[src/hw/rtl/hckc_pkg.sv]
// shared types, constants and divider step for the hsv chroma key compositor
package hckc_pkg;

    localparam int unsigned STAGES = 12;

    localparam logic [12:0] HUE_FULL   = 13'd5760;
    localparam logic [12:0] HUE_HALF   = 13'd2880;
    localparam logic [12:0] HUE_GREEN  = 13'd1920;
    localparam logic [12:0] HUE_BLUE   = 13'd3840;
    localparam logic [9:0]  HUE_SECTOR = 10'd960;
    localparam logic [8:0]  ALPHA_ONE  = 9'd256;
    // reciprocal of five in 16 fraction bits, exact for 12-bit operands
    localparam logic [13:0] FIFTH_RECIP = 14'd13108;

    localparam logic [7:0]  RST_KEY_RED   = 8'd0;
    localparam logic [7:0]  RST_KEY_GREEN = 8'd255;
    localparam logic [7:0]  RST_KEY_BLUE  = 8'd0;
    localparam logic [11:0] RST_HUE_WIN   = 12'd640;
    localparam logic [7:0]  RST_SAT_FLOOR = 8'd77;
    localparam logic [8:0]  RST_SPILL     = 9'd128;

    localparam int unsigned CFG_IDX_W  = 3;
    localparam int unsigned CFG_DATA_W = 12;

    typedef enum logic [2:0] {
        REG_KEY_RED   = 3'd0,
        REG_KEY_GREEN = 3'd1,
        REG_KEY_BLUE  = 3'd2,
        REG_HUE_WIN   = 3'd3,
        REG_SAT_FLOOR = 3'd4,
        REG_SPILL     = 3'd5
    } cfg_reg_e;

    typedef struct packed {
        logic [7:0] fore_red;
        logic [7:0] fore_green;
        logic [7:0] fore_blue;
        logic [7:0] back_red;
        logic [7:0] back_green;
        logic [7:0] back_blue;
    } pixel_in_t;

    typedef struct packed {
        logic [7:0] mixed_red;
        logic [7:0] mixed_green;
        logic [7:0] mixed_blue;
    } pixel_out_t;

    typedef struct packed {
        logic        ok;
        logic [12:0] hue;
        logic [7:0]  sat;
    } hs_t;

    typedef struct packed {
        logic [7:0] red;
        logic [7:0] green;
        logic [7:0] blue;
    } rgb_t;

    // one restoring division step: returns {remainder, quotient bit}
    function automatic logic [20:0] div_step(input logic [19:0] rem,
                                             input logic [9:0] dvs,
                                             input logic [3:0] sh);
        logic [19:0] trial;
        trial = {10'd0, dvs} << sh;
        if (rem >= trial) begin
            return {rem - trial, 1'b1};
        end else begin
            return {rem, 1'b0};
        end
    endfunction

endpackage

[src/hw/rtl/hckc_hs_unit.sv]
// four-stage rgb to hue and saturation converter with pipelined restoring dividers
module hckc_hs_unit (
    input  logic          aclk,
    input  logic [3:0]    en,
    input  hckc_pkg::rgb_t pix,
    output hckc_pkg::hs_t hs
);
    import hckc_pkg::*;

    logic [7:0]  mx, mn, dl, x;
    logic [12:0] base;
    logic        neg;

    logic [19:0] rh1_reg, rs1_reg, rh2_reg, rs2_reg;
    logic [7:0]  dl1_reg, mx1_reg, dl2_reg, mx2_reg;
    logic [12:0] base1_reg, base2_reg, base3_reg;
    logic        neg1_reg, neg2_reg, neg3_reg;
    logic        ok1_reg, ok2_reg, ok3_reg;
    logic [4:0]  qh2_reg;
    logic [3:0]  qs2_reg;
    logic [9:0]  qh3_reg;
    logic [7:0]  qs3_reg;
    hs_t         hs_reg;

    logic [19:0] rh_a, rs_a, rh_b, rs_b;
    logic [4:0]  qh_a, qh_b;
    logic [3:0]  qs_a, qs_b;
    logic [20:0] st_a, st_b;

    always_comb begin
        mx = pix.red;
        mn = pix.red;
        if (pix.green > mx) mx = pix.green;
        if (pix.blue > mx) mx = pix.blue;
        if (pix.green < mn) mn = pix.green;
        if (pix.blue < mn) mn = pix.blue;
        dl = mx - mn;
        if (pix.red == mx) begin
            neg  = pix.blue > pix.green;
            base = neg ? HUE_FULL : 13'd0;
            x    = neg ? pix.blue - pix.green : pix.green - pix.blue;
        end else if (pix.green == mx) begin
            neg  = pix.red > pix.blue;
            base = HUE_GREEN;
            x    = neg ? pix.red - pix.blue : pix.blue - pix.red;
        end else begin
            neg  = pix.green > pix.red;
            base = HUE_BLUE;
            x    = neg ? pix.green - pix.red : pix.red - pix.green;
        end
    end

    always_ff @(posedge aclk) begin
        if (en[0]) begin
            rh1_reg   <= 20'(x) * 20'(HUE_SECTOR);
            rs1_reg   <= 20'(dl) * 20'(8'd255);
            dl1_reg   <= dl;
            mx1_reg   <= mx;
            base1_reg <= base;
            neg1_reg  <= neg;
            ok1_reg   <= dl != 8'd0;
        end
    end

    // upper quotient bits
    always_comb begin
        rh_a = rh1_reg;
        rs_a = rs1_reg;
        qh_a = '0;
        qs_a = '0;
        st_a = '0;
        for (int i = 0; i < 5; i++) begin
            st_a = div_step(rh_a, {2'b00, dl1_reg}, 4'(9 - i));
            rh_a = st_a[20:1];
            qh_a[4 - i] = st_a[0];
        end
        for (int i = 0; i < 4; i++) begin
            st_a = div_step(rs_a, {2'b00, mx1_reg}, 4'(7 - i));
            rs_a = st_a[20:1];
            qs_a[3 - i] = st_a[0];
        end
    end

    always_ff @(posedge aclk) begin
        if (en[1]) begin
            rh2_reg   <= rh_a;
            rs2_reg   <= rs_a;
            qh2_reg   <= qh_a;
            qs2_reg   <= qs_a;
            dl2_reg   <= dl1_reg;
            mx2_reg   <= mx1_reg;
            base2_reg <= base1_reg;
            neg2_reg  <= neg1_reg;
            ok2_reg   <= ok1_reg;
        end
    end

    // lower quotient bits
    always_comb begin
        rh_b = rh2_reg;
        rs_b = rs2_reg;
        qh_b = '0;
        qs_b = '0;
        st_b = '0;
        for (int i = 0; i < 5; i++) begin
            st_b = div_step(rh_b, {2'b00, dl2_reg}, 4'(4 - i));
            rh_b = st_b[20:1];
            qh_b[4 - i] = st_b[0];
        end
        for (int i = 0; i < 4; i++) begin
            st_b = div_step(rs_b, {2'b00, mx2_reg}, 4'(3 - i));
            rs_b = st_b[20:1];
            qs_b[3 - i] = st_b[0];
        end
    end

    always_ff @(posedge aclk) begin
        if (en[2]) begin
            qh3_reg   <= {qh2_reg, qh_b};
            qs3_reg   <= {qs2_reg, qs_b};
            base3_reg <= base2_reg;
            neg3_reg  <= neg2_reg;
            ok3_reg   <= ok2_reg;
        end
    end

    always_ff @(posedge aclk) begin
        if (en[3]) begin
            hs_reg.ok  <= ok3_reg;
            hs_reg.hue <= neg3_reg ? base3_reg - 13'(qh3_reg) : base3_reg + 13'(qh3_reg);
            hs_reg.sat <= qs3_reg;
        end
    end

    assign hs = hs_reg;

endmodule

[src/hw/rtl/hckc_alpha_unit.sv]
// four-stage hue distance, key decision and soft edge alpha divider
module hckc_alpha_unit (
    input  logic          aclk,
    input  logic [3:0]    en,
    input  hckc_pkg::hs_t pix_hs,
    input  hckc_pkg::hs_t key_hs,
    input  logic [11:0]   hue_window,
    input  logic [7:0]    saturation_floor,
    output logic [8:0]    alpha
);
    import hckc_pkg::*;

    logic [25:0] soft_prod;
    logic [9:0]  soft_reg;
    logic [12:0] d;
    logic [11:0] inner;
    logic        keyed, edge_zone;

    logic [19:0] r5_reg, r6_reg;
    logic        full5_reg, div5_reg, full6_reg, div6_reg, full7_reg, div7_reg;
    logic [4:0]  q6_reg;
    logic [8:0]  q7_reg;
    logic [8:0]  alpha_reg;

    logic [19:0] ra, rb;
    logic [4:0]  qa;
    logic [3:0]  qb;
    logic [20:0] st_a, st_b;

    assign soft_prod = 26'(hue_window) * 26'(FIFTH_RECIP);

    always_ff @(posedge aclk) begin
        soft_reg <= soft_prod[25:16];
    end

    always_comb begin
        d = (pix_hs.hue >= key_hs.hue) ? pix_hs.hue - key_hs.hue : key_hs.hue - pix_hs.hue;
        if (d > HUE_HALF) d = HUE_FULL - d;
        inner     = hue_window - 12'(soft_reg);
        keyed     = key_hs.ok && pix_hs.ok && (pix_hs.sat >= saturation_floor)
                    && (d <= 13'(hue_window));
        edge_zone = (soft_reg != 10'd0) && (d > 13'(inner));
    end

    always_ff @(posedge aclk) begin
        if (en[0]) begin
            r5_reg    <= {2'b00, 10'(d - 13'(inner)), 8'd0};
            full5_reg <= !keyed;
            div5_reg  <= keyed && edge_zone;
        end
    end

    always_comb begin
        ra = r5_reg;
        qa = '0;
        st_a = '0;
        for (int i = 0; i < 5; i++) begin
            st_a = div_step(ra, soft_reg, 4'(8 - i));
            ra = st_a[20:1];
            qa[4 - i] = st_a[0];
        end
    end

    always_ff @(posedge aclk) begin
        if (en[1]) begin
            r6_reg    <= ra;
            q6_reg    <= qa;
            full6_reg <= full5_reg;
            div6_reg  <= div5_reg;
        end
    end

    always_comb begin
        rb = r6_reg;
        qb = '0;
        st_b = '0;
        for (int i = 0; i < 4; i++) begin
            st_b = div_step(rb, soft_reg, 4'(3 - i));
            rb = st_b[20:1];
            qb[3 - i] = st_b[0];
        end
    end

    always_ff @(posedge aclk) begin
        if (en[2]) begin
            q7_reg    <= {q6_reg, qb};
            full7_reg <= full6_reg;
            div7_reg  <= div6_reg;
        end
    end

    always_ff @(posedge aclk) begin
        if (en[3]) begin
            alpha_reg <= full7_reg ? ALPHA_ONE : (div7_reg ? q7_reg : 9'd0);
        end
    end

    assign alpha = alpha_reg;

endmodule

[src/hw/rtl/hckc_mix_unit.sv]
// four-stage spill suppression and alpha blend with clamping
module hckc_mix_unit (
    input  logic                aclk,
    input  logic [3:0]          en,
    input  logic [8:0]          alpha,
    input  hckc_pkg::pixel_in_t pix,
    input  hckc_pkg::rgb_t      key,
    input  logic [8:0]          spill_strength,
    output hckc_pkg::pixel_out_t mixed
);
    import hckc_pkg::*;

    logic       do_spill, green_key, blue_key;
    logic [7:0] ch, target;

    pixel_in_t  p9_reg, p10_reg;
    logic [8:0] a9_reg, a10_reg;
    logic       sg9_reg, sb9_reg, sg10_reg, sb10_reg;
    logic signed [8:0]  diff9_reg;
    logic signed [18:0] prod10_reg;
    logic signed [20:0] sum_r_reg, sum_g_reg, sum_b_reg;
    pixel_out_t out_reg;

    logic signed [18:0] prod;
    logic signed [10:0] step, fr, fg, fb;
    logic [8:0]         inv;

    always_comb begin
        green_key = (key.green > key.red) && (key.green > key.blue);
        blue_key  = (key.blue > key.red) && (key.blue > key.green);
        do_spill  = (spill_strength != 9'd0) && (alpha != 9'd0) && (alpha != ALPHA_ONE);
        if (green_key) begin
            ch     = pix.fore_green;
            target = (pix.fore_red > pix.fore_blue) ? pix.fore_red : pix.fore_blue;
        end else begin
            ch     = pix.fore_blue;
            target = (pix.fore_red > pix.fore_green) ? pix.fore_red : pix.fore_green;
        end
    end

    always_ff @(posedge aclk) begin
        if (en[0]) begin
            p9_reg    <= pix;
            a9_reg    <= alpha;
            sg9_reg   <= do_spill && green_key;
            sb9_reg   <= do_spill && !green_key && blue_key;
            diff9_reg <= $signed({1'b0, target}) - $signed({1'b0, ch});
        end
    end

    assign prod = 19'(signed'({1'b0, spill_strength}) * diff9_reg);

    always_ff @(posedge aclk) begin
        if (en[1]) begin
            p10_reg    <= p9_reg;
            a10_reg    <= a9_reg;
            sg10_reg   <= sg9_reg;
            sb10_reg   <= sb9_reg;
            prod10_reg <= prod;
        end
    end

    // quotient by 256 rounded toward zero
    always_comb begin
        step = 11'((prod10_reg + (prod10_reg < 0 ? 19'sd255 : 19'sd0)) >>> 8);
        fr   = $signed({3'b000, p10_reg.fore_red});
        fg   = $signed({3'b000, p10_reg.fore_green}) + (sg10_reg ? step : 11'sd0);
        fb   = $signed({3'b000, p10_reg.fore_blue}) + (sb10_reg ? step : 11'sd0);
        inv  = ALPHA_ONE - a10_reg;
    end

    always_ff @(posedge aclk) begin
        if (en[2]) begin
            sum_r_reg <= 21'(fr * $signed({1'b0, a10_reg}))
                       + $signed({4'd0, 17'(p10_reg.back_red * inv)});
            sum_g_reg <= 21'(fg * $signed({1'b0, a10_reg}))
                       + $signed({4'd0, 17'(p10_reg.back_green * inv)});
            sum_b_reg <= 21'(fb * $signed({1'b0, a10_reg}))
                       + $signed({4'd0, 17'(p10_reg.back_blue * inv)});
        end
    end

    function automatic logic [7:0] clamp_div(input logic signed [20:0] s);
        logic signed [12:0] v;
        v = 13'((s + (s < 0 ? 21'sd255 : 21'sd0)) >>> 8);
        if (v < 0) begin
            return 8'd0;
        end else if (v > 13'sd255) begin
            return 8'd255;
        end else begin
            return v[7:0];
        end
    endfunction

    always_ff @(posedge aclk) begin
        if (en[3]) begin
            out_reg.mixed_red   <= clamp_div(sum_r_reg);
            out_reg.mixed_green <= clamp_div(sum_g_reg);
            out_reg.mixed_blue  <= clamp_div(sum_b_reg);
        end
    end

    assign mixed = out_reg;

endmodule

[src/hw/rtl/hsv_chroma_key_compositor_top.sv]
// top level of the hsv hue distance chroma key compositor
//
// s_ channel: one transaction carries a foreground and a background rgb pixel.
// m_ channel: one transaction carries the composited rgb pixel, in input order.
// cfg port: write cfg_we with cfg_index and cfg_data; takes effect at once.
// writes are meant only for when no pixel is in flight; the block itself does
// not enforce this, the user must keep to it.
// throughput: one pixel pair per cycle when the output does not stall;
// twelve register stages, each stage holding its item only while the stage
// after it is full and held.
// the key colour runs through its own free-running hue/saturation unit fed
// from the register write, so it lines up with the first pixel after a write.
// reset clears all valid bits and loads the register defaults; payload
// registers are not reset.
// when m_ready is low the output holds, and the stages behind it keep
// filling their empty slots; s_ready drops only once every stage is full.
module hsv_chroma_key_compositor_top (
    input  logic                                  aclk,
    input  logic                                  aresetn,
    input  logic                                  s_valid,
    output logic                                  s_ready,
    input  hckc_pkg::pixel_in_t                   s_payload,
    output logic                                  m_valid,
    input  logic                                  m_ready,
    output hckc_pkg::pixel_out_t                  m_payload,
    input  logic                                  cfg_we,
    input  logic [hckc_pkg::CFG_IDX_W-1:0]        cfg_index,
    input  logic [hckc_pkg::CFG_DATA_W-1:0]       cfg_data
);
    import hckc_pkg::*;

    logic [7:0]  key_red_reg, key_green_reg, key_blue_reg;
    logic [7:0]  key_red_next, key_green_next, key_blue_next;
    logic [11:0] hue_win_reg, hue_win_next;
    logic [7:0]  sat_floor_reg, sat_floor_next;
    logic [8:0]  spill_reg, spill_next;

    logic [STAGES:1] v_reg, v_next, en;
    pixel_in_t       pay_reg [1:8];

    rgb_t key_rgb, key_rgb_reg, fore_rgb;
    hs_t  key_hs, pix_hs;
    logic [8:0] alpha;

    always_comb begin
        key_red_next   = key_red_reg;
        key_green_next = key_green_reg;
        key_blue_next  = key_blue_reg;
        hue_win_next   = hue_win_reg;
        sat_floor_next = sat_floor_reg;
        spill_next     = spill_reg;
        if (cfg_we) begin
            unique case (cfg_index)
                REG_KEY_RED:   key_red_next   = cfg_data[7:0];
                REG_KEY_GREEN: key_green_next = cfg_data[7:0];
                REG_KEY_BLUE:  key_blue_next  = cfg_data[7:0];
                REG_HUE_WIN:   hue_win_next   = cfg_data[11:0];
                REG_SAT_FLOOR: sat_floor_next = cfg_data[7:0];
                REG_SPILL:     spill_next     = cfg_data[8:0];
                default: ;
            endcase
        end
    end

    always_ff @(posedge aclk) begin
        if (!aresetn) begin
            key_red_reg   <= RST_KEY_RED;
            key_green_reg <= RST_KEY_GREEN;
            key_blue_reg  <= RST_KEY_BLUE;
            hue_win_reg   <= RST_HUE_WIN;
            sat_floor_reg <= RST_SAT_FLOOR;
            spill_reg     <= RST_SPILL;
        end else begin
            key_red_reg   <= key_red_next;
            key_green_reg <= key_green_next;
            key_blue_reg  <= key_blue_next;
            hue_win_reg   <= hue_win_next;
            sat_floor_reg <= sat_floor_next;
            spill_reg     <= spill_next;
        end
    end

    // a stage may load when it is empty or its contents move on
    always_comb begin
        en[STAGES] = !v_reg[STAGES] || m_ready;
        for (int k = STAGES - 1; k >= 1; k--) begin
            en[k] = !v_reg[k] || en[k + 1];
        end
        v_next[1] = en[1] ? s_valid : v_reg[1];
        for (int k = 2; k <= STAGES; k++) begin
            v_next[k] = en[k] ? v_reg[k - 1] : v_reg[k];
        end
    end

    always_ff @(posedge aclk) begin
        if (!aresetn) begin
            v_reg <= '0;
        end else begin
            v_reg <= v_next;
        end
    end

    always_ff @(posedge aclk) begin
        if (en[1]) pay_reg[1] <= s_payload;
        for (int k = 2; k <= 8; k++) begin
            if (en[k]) pay_reg[k] <= pay_reg[k - 1];
        end
    end

    assign s_ready = en[1];
    assign m_valid = v_reg[STAGES];

    assign key_rgb  = '{red: key_red_next, green: key_green_next, blue: key_blue_next};
    assign key_rgb_reg = '{red: key_red_reg, green: key_green_reg, blue: key_blue_reg};
    assign fore_rgb = '{red: s_payload.fore_red, green: s_payload.fore_green,
                        blue: s_payload.fore_blue};

    hckc_hs_unit u_key_hs (
        .aclk (aclk),
        .en   (4'b1111),
        .pix  (key_rgb),
        .hs   (key_hs)
    );

    hckc_hs_unit u_pix_hs (
        .aclk (aclk),
        .en   (en[4:1]),
        .pix  (fore_rgb),
        .hs   (pix_hs)
    );

    hckc_alpha_unit u_alpha (
        .aclk             (aclk),
        .en               (en[8:5]),
        .pix_hs           (pix_hs),
        .key_hs           (key_hs),
        .hue_window       (hue_win_reg),
        .saturation_floor (sat_floor_reg),
        .alpha            (alpha)
    );

    hckc_mix_unit u_mix (
        .aclk           (aclk),
        .en             (en[12:9]),
        .alpha          (alpha),
        .pix            (pay_reg[8]),
        .key            (key_rgb_reg),
        .spill_strength (spill_reg),
        .mixed          (m_payload)
    );

    a_sink_ready_frees_source: assert property (@(posedge aclk) disable iff (!aresetn)
        m_ready |-> s_ready)
        else $error("input stalled while output side is ready");

    a_reset_empties: assert property (@(posedge aclk)
        !aresetn |=> !m_valid)
        else $error("result valid right after reset");

    a_alpha_range: assert property (@(posedge aclk) disable iff (!aresetn)
        v_reg[8] |-> alpha <= ALPHA_ONE)
        else $error("key alpha out of range");

endmodule
[config.mk]
export PLATFORM = sky130hd
export DESIGN_NAME = hsv_chroma_key_compositor_top
export DESIGN_NICKNAME = d
export VERILOG_FILES = /design/src/hw/rtl/hckc_pkg.sv /design/src/hw/rtl/hckc_hs_unit.sv /design/src/hw/rtl/hckc_alpha_unit.sv /design/src/hw/rtl/hckc_mix_unit.sv /design/src/hw/rtl/hsv_chroma_key_compositor_top.sv
export SDC_FILE = /design/constraint.sdc
export NUM_CORES = 2
export LEC_CHECK = 0
export BUFFER_PORTS_ARGS = -buffer_cell sky130_fd_sc_hd__buf_2
export CORE_MARGIN = 2
export CORE_UTILIZATION = 65
export CTS_BUF_LIST = sky130_fd_sc_hd__clkbuf_8 sky130_fd_sc_hd__clkbuf_16
export CTS_CLUSTER_SIZE = 30
export DETAILED_ROUTE_END_ITERATION = 10
export PLACE_DENSITY_LB_ADDON = 0.1
export REMOVE_ABC_BUFFERS = 1
export SLEW_MARGIN = 0
export SYNTH_ARGS = -nofsm -noshare
export SYNTH_HDL_FRONTEND = slang
export SYNTH_SLANG_ARGS = --single-unit
[constraint.sdc]
create_clock -name aclk -period 20.8 [get_ports aclk]
set_input_delay 1.04 -clock aclk [delete_from_list [all_inputs] [get_ports aclk]]
set_output_delay 1.04 -clock aclk [all_outputs]
set_load 0.01 [all_outputs]
# --- Yosys cells after proc, flatten, opt, wreduce, memory -nomap -nowiden ---
# Memories as Yosys holds them, arrays and structs flattened.
# Cells that the tools add are included.
totals:
  register_bits: 683
  latchBits: 0
  memories: 1
  in_bits: 68
  ram_bits: 384
  romBits: 0
classes:
  n_shift: 0
  mul: 11
  eq_ne: 10
  muxes: 105
  bitwise: 1
  div: 0
  order_cmp: 70
  reduce_logical: 48
  add_sub_neg: 67
memory_table:
  columns: ["memory", "words", "word_bits", "rd", "rd_clocked_by_memory_dff", "write_ports", "line_no", "text"]
  rows:
  - ["pay_reg", 8, 48, 8, 0, 8, "hsv_chroma_key_compositor_top.sv:39", "pixel_in_t pay_reg [1:8];"]
op_table:
  columns: ["operator", "n"]
  rows:
  - ["$mux 21", 33]
  - ["$mux 8", 35]
  - ["$gt 8x8->1", 14]
  - ["$sub 8x8->8", 14]
  - ["$mux 13", 8]
  - ["$ge 20x10->1", 4]
  - ["$ge 20x11->1", 4]
  - ["$ge 20x12->1", 4]
  - ["$ge 20x13->1", 4]
  - ["$ge 20x14->1", 4]
  - ["$sub 20x11->20", 4]
  - ["$sub 20x12->20", 4]
  - ["$sub 20x13->20", 4]
  - ["$sub 20x14->20", 4]
  - ["$mul 8x9->17", 4]
  - ["$add 21x18->21", 3]
  - ["$add 21x9->21", 3]
  - ["$lt 21x1->1 const B", 3]
  - ["$ge 20x15->1", 3]
  - ["$ge 20x16->1", 3]
  - ["$ge 20x8->1", 3]
  - ["$ge 20x9->1", 3]
  - ["$sub 20x10->20", 3]
  - ["$sub 20x15->20", 3]
  - ["other kinds (53)", 141]

# --- Longest topological paths before layout ---
logic_depth:
  ltp_word: 15
  mapped_depth: 67
  mapped_depth_nobuf: 62

# --- By module ---
# Synthesis repeated with hierarchy kept, for this count alone.
unflattened:
  hier_cells: 9978
  hier_area_um2: 99738.2
by_module_without_submodules:
  columns: ["module", "area_per_inst_um2", "cells_per_inst", "n_inst", "seq_area_each_um2"]
  rows:
  - ["hckc_mix_unit", 30935.9, 3114, 1, 6666.4]
  - ["hckc_hs_unit at u_pix_hs", 21066.5, 2360, 1, 4894.7]
  - ["hckc_hs_unit at u_key_hs", 20784.9, 2331, 1, 4894.7]
  - ["hsv_chroma_key_compositor_top", 14063.5, 645, 1, 12832.3]
  - ["hckc_alpha_unit", 12887.4, 1528, 1, 1851.8]

# --- Worst setup path after synthesis ---
# No wires, ideal clock.
synth_path:
  path_type: "reg2reg"
  startpoint: "register u_alpha.soft_reg[1]"
  endpoint: "register u_alpha.r6_reg[10], data pin"
  synth_period_minus_slack_ns: 13.712
  stages_incl_launch_ff: 67
  t_arrival_ns: 13.452
  slack_ns: 7.088
  setup_ns: 0.260
  path_cell_list: "dfxtp_1 inv_1 ha_1 nor2b_1 o21ai_0 a21boi_0 o21ai_1 a211oi_1 or2_2 clkbuf_1 clkbuf_1 nand2_1 o21ai_0 inv_1 ha_1 nor2b_1 o21ai_0 a21boi_0 [31 not listed] inv_1 clkbuf_1 a21oi_1 ha_1 o21a_1 o21a_1 o21a_1 o21a_1 o21a_1 o21a_1 o21a_1 o21ai_0 nand2b_1 or4_1 a22o_1 nor4b_2 clkbuf_1 mux2_2"
synth_via:
  elab_chain_len: 10
synth_lines:
  columns: ["element", "line_no", "text"]
  rows:
  - ["start: declaration", "hckc_alpha_unit.sv:14", "logic [9:0] soft_reg;"]
  - ["start signal: assignment", "hckc_alpha_unit.sv:33", "soft_reg <= soft_prod[25:16];"]
  - ["$sub 18x18->19 or $ge 18x18->1 (tied branches)", "hckc_pkg.sv:68, hckc_pkg.sv:67", null]
  - ["$mux 21", "hckc_pkg.sv:67", "if (rem >= trial) begin"]
  - ["$sub 20x17->20 or $ge 20x17->1 (tied branches)", "hckc_pkg.sv:68, hckc_pkg.sv:67", null]
  - ["$mux 21", "hckc_pkg.sv:67", null]
  - ["$sub 20x16->20 or $ge 20x16->1 (tied branches)", "hckc_pkg.sv:68, hckc_pkg.sv:67", null]
  - ["$mux 21", "hckc_pkg.sv:67", null]
  - ["$sub 20x15->20 or $ge 20x15->1 (tied branches)", "hckc_pkg.sv:68, hckc_pkg.sv:67", null]
  - ["$mux 21", "hckc_pkg.sv:67", null]
  - ["$sub 20x14->20 or $ge 20x14->1 (tied branches)", "hckc_pkg.sv:68, hckc_pkg.sv:67", null]
  - ["$mux 21 *", "hckc_pkg.sv:67", null]
  - ["named net u_alpha.st_a[11]", "hckc_alpha_unit.sv:28", "logic [20:0] st_a, st_b;"]
  - ["end signal: assignment", "hckc_alpha_unit.sv:66", "r6_reg <= ra;"]
  - ["end: declaration", "hckc_alpha_unit.sv:19", "logic [19:0] r5_reg, r6_reg;"]
# The timed path passes the listed nets; every way through them passes the cells marked *.
# A chain may end at the register's enable or synchronous reset.

# --- Worst setup path in the final report ---
layout_path:
  startpoint: "register u_alpha.soft_reg[1]"
  endpoint: "register u_alpha.r6_reg[11], data pin"
# Same word-level chain as after synthesis.

==> impl_metrics.json <==
{
  "reg2reg_setup_slack_ns": 5.04,
  "die_x_um": 375,
  "gr-total-overflow": 0,
  "cts_root_buffer": "clkbuf_16",
  "setup_viol": 0,
  "worst_ep_arrival_time_ns": 16.23,
  "start_kind": "flip-flop",
  "die_height_um": 375,
  "pre_cts_ws_ns": 5.38,
  "synth_flop_cell": "edfxtp_1",
  "ios": 94,
  "grt_max_degree": 66,
  "ant_nets": 0,
  "fin_tns_setup_ns": 0,
  "cts.sinks": 992,
  "r2r-start": "u_alpha.soft_reg[1]",
  "dpl.hpwl_mm": 165,
  "drt_iter0_drc": 4398,
  "critPathSlowestCell": "dfxtp_1",
  "drive_above_1_share_pct": 5.66,
  "coreArea_mm2": 0.137,
  "relSlewSlack_pct": 22.3,
  "r2r-end": "u_alpha.r6_reg[11]",
  "hold_class": "reg2reg",
  "place_area_mm2": 0.0922,
  "cts_made_buffers": 105,
  "final.setup.worst_slack_ns": 5.04,
  "area_growth_pct": 6.91,
  "cts_tree": "done",
  "layout_min_cycle_time_ns": 15.76,
  "vias": 66000,
  "max_freq_ghz": 0.0634,
  "ys_async_sr_fraction_pct": 0,
  "drv_cap": 0,
  "slowest_delay_ns": 0.56,
  "ys_seq_area_share_pct": 31.3,
  "crit_type": "reg2reg",
  "required_ns": 21.27,
  "fin_skew_ns": 0.0615,
  "final_nets": 10900,
  "min_period_over_period_pct": 75.8,
  "synth_warnings": 0,
  "grt_pass1_wl_mm": 343,
  "antenna_found_initial": 11,
  "cp_common_cell": "o21ai_0",
  "numPortBuffers": 93,
  "start_util_pct": 65.4,
  "floorplan.rows": 136,
  "grt_use_total_pct": 30.2,
  "via_per_inst": 5.96,
  "post_cts_buffers": 0,
  "clockBufferDepth": 3,
  "avgSynthCellArea_um2": 9.85,
  "gp_congestion": 0.964,
  "drc": 0,
  "first_pass_iters": 6,
  "clock_latency_ns": 0.74,
  "postCtsHoldBufs": 0,
  "syn_inst": 9109,
  "crit_path_max_fanout": 15,
  "reg2regPathDepth": 60,
  "layout_common_cells": "inv_1 (1164), ha_1 (1078), edfxtp_1 (824), nand2_1 (702), fa_1 (561)",
  "synth.cell_area_mm2": 0.0897,
  "fin_area_mm2": 0.0959,
  "yosysUniqueCellTypes": 96,
  "path_clk_slew_ns": 0.06,
  "finalWirelength_mm": 212,
  "worst_pin_slew_ns": 1.16,
  "ys_ff_latch": 992,
  "final_hold_viol_count": 0,
  "grt_pass1_vias": 66100,
  "synth_edf_count": 824,
  "largest_reg_flops": 384,
  "htreeDepth": 3,
  "endpoint_kind": "flip-flop",
  "status": "completed",
  "final_core_util_pct": 69.9,
  "final_common_cell": "inv_1",
  "cts_resized": 0,
  "crit_start": "u_alpha.soft_reg[1]",
  "dieArea_mm2": 0.141,
  "rsz0062_at_grt": "no",
  "routedWlPerCell_um": 19.2,
  "endpoint": "u_alpha.r6_reg[11]",
  "final_max_slew_viol_count": 0
}
## worst max-delay path, delay by kind of cell, from the launching register on
family	cells	cell delay, ns
buffers and inverters	5	1.41
multiplexers	2	0.73
AO/OA/AOI/OAI	35	7.13
flip-flops	1	0.56
AND/OR/NAND/NOR	13	3.98
adder cells (fa/ha/maj)	5	1.67
## cell usage after synthesis, types with 50 or more instances
library cell | count | area [um^2]
inv_1 | 1153 | 4330
ha_1 | 1078 | 13500
edfxtp_1 | 824 | 24700
nand2_1 | 706 | 2650
fa_1 | 561 | 11200
a21oi_1 | 526 | 2630
nor2_1 | 513 | 1930
xnor2_1 | 425 | 3720
o21ai_0 | 372 | 1860
and2_1 | 347 | 2170
a21o_1 | 243 | 1820
clkbuf_1 | 182 | 683
dfxtp_1 | 168 | 3360
nor2b_1 | 155 | 970
xor2_1 | 138 | 1210
mux2i_1 | 135 | 1350
nor3_1 | 133 | 666
nand2b_1 | 112 | 701
nand3_1 | 103 | 515
o21bai_1 | 102 | 766
o21a_1 | 100 | 751
mux2_2 | 88 | 991
a21boi_0 | 77 | 578
nand4_1 | 77 | 482
a211oi_1 | 65 | 488
o31ai_1 | 63 | 473
or3_1 | 50 | 313
## per-stage QoR
step / instances / hold slack [ns]
CTS: 11100 / 0.316
floorplan: 8912 / 0.310
detailed placement: 10900 / 0.312
finish: 11100 / 0.315
global placement: 10900 / 0.312
global route: 11100 / 0.329
## logic make-up after synthesis
kind of cell	count (synthesis)	synth area share, %
buffers and inverters	1361	5.70
and+or+nand+nor	2441	13.6
DFF	992	31.3
AOI/OAI and AO/OA	1888	13.6
xor gates and xnor gates	564	5.52
adders and majority gates	1640	27.6
muxes	223	2.61
## cell type report
| type | count | area [um^2] |
|---|---|---|
| inverters | 1164 | 4370 |
| flip-flops and latches | 992 | 28100 |
| repair buffers | 156 | 938 |
| well taps | 1794 | 2240 |
| clock buffers | 110 | 2720 |
| multi-input cells | 6756 | 56600 |
| fillers | 10400 | 41300 |
| diodes | 5 | 12.5 |
| clock inverters | 86 | 926 |
## worst min path at each step
stage	end	cells after the start	start	slack, ns
after floorplan	u_key_hs.base2_reg[10]	0	u_key_hs.base1_reg[9]	0.31
after global placement	u_key_hs.hs[21]	0	u_key_hs.ok3_reg	0.31
after detailed placement	u_key_hs.base2_reg[10]	0	u_key_hs.base1_reg[9]	0.31
after CTS	u_key_hs.base3_reg[7]	0	u_key_hs.base2_reg[7]	0.32
after global routing	u_key_hs.base2_reg[10]	0	u_key_hs.base1_reg[9]	0.33
final	u_key_hs.base3_reg[7]	0	u_key_hs.base2_reg[7]	0.31
## metal layers
metal  vias up  wire length, um  track usage [%]
li1      31800                -                -
met1     32100            89500             38.9
met2      1721           104000             52.7
met3       391            11000             3.82
met4         6             7810             10.2
met5         -               36                0
Power is not shown: default switching activity piles up to over one toggle a cycle in this logic, so the estimate is an artifact.
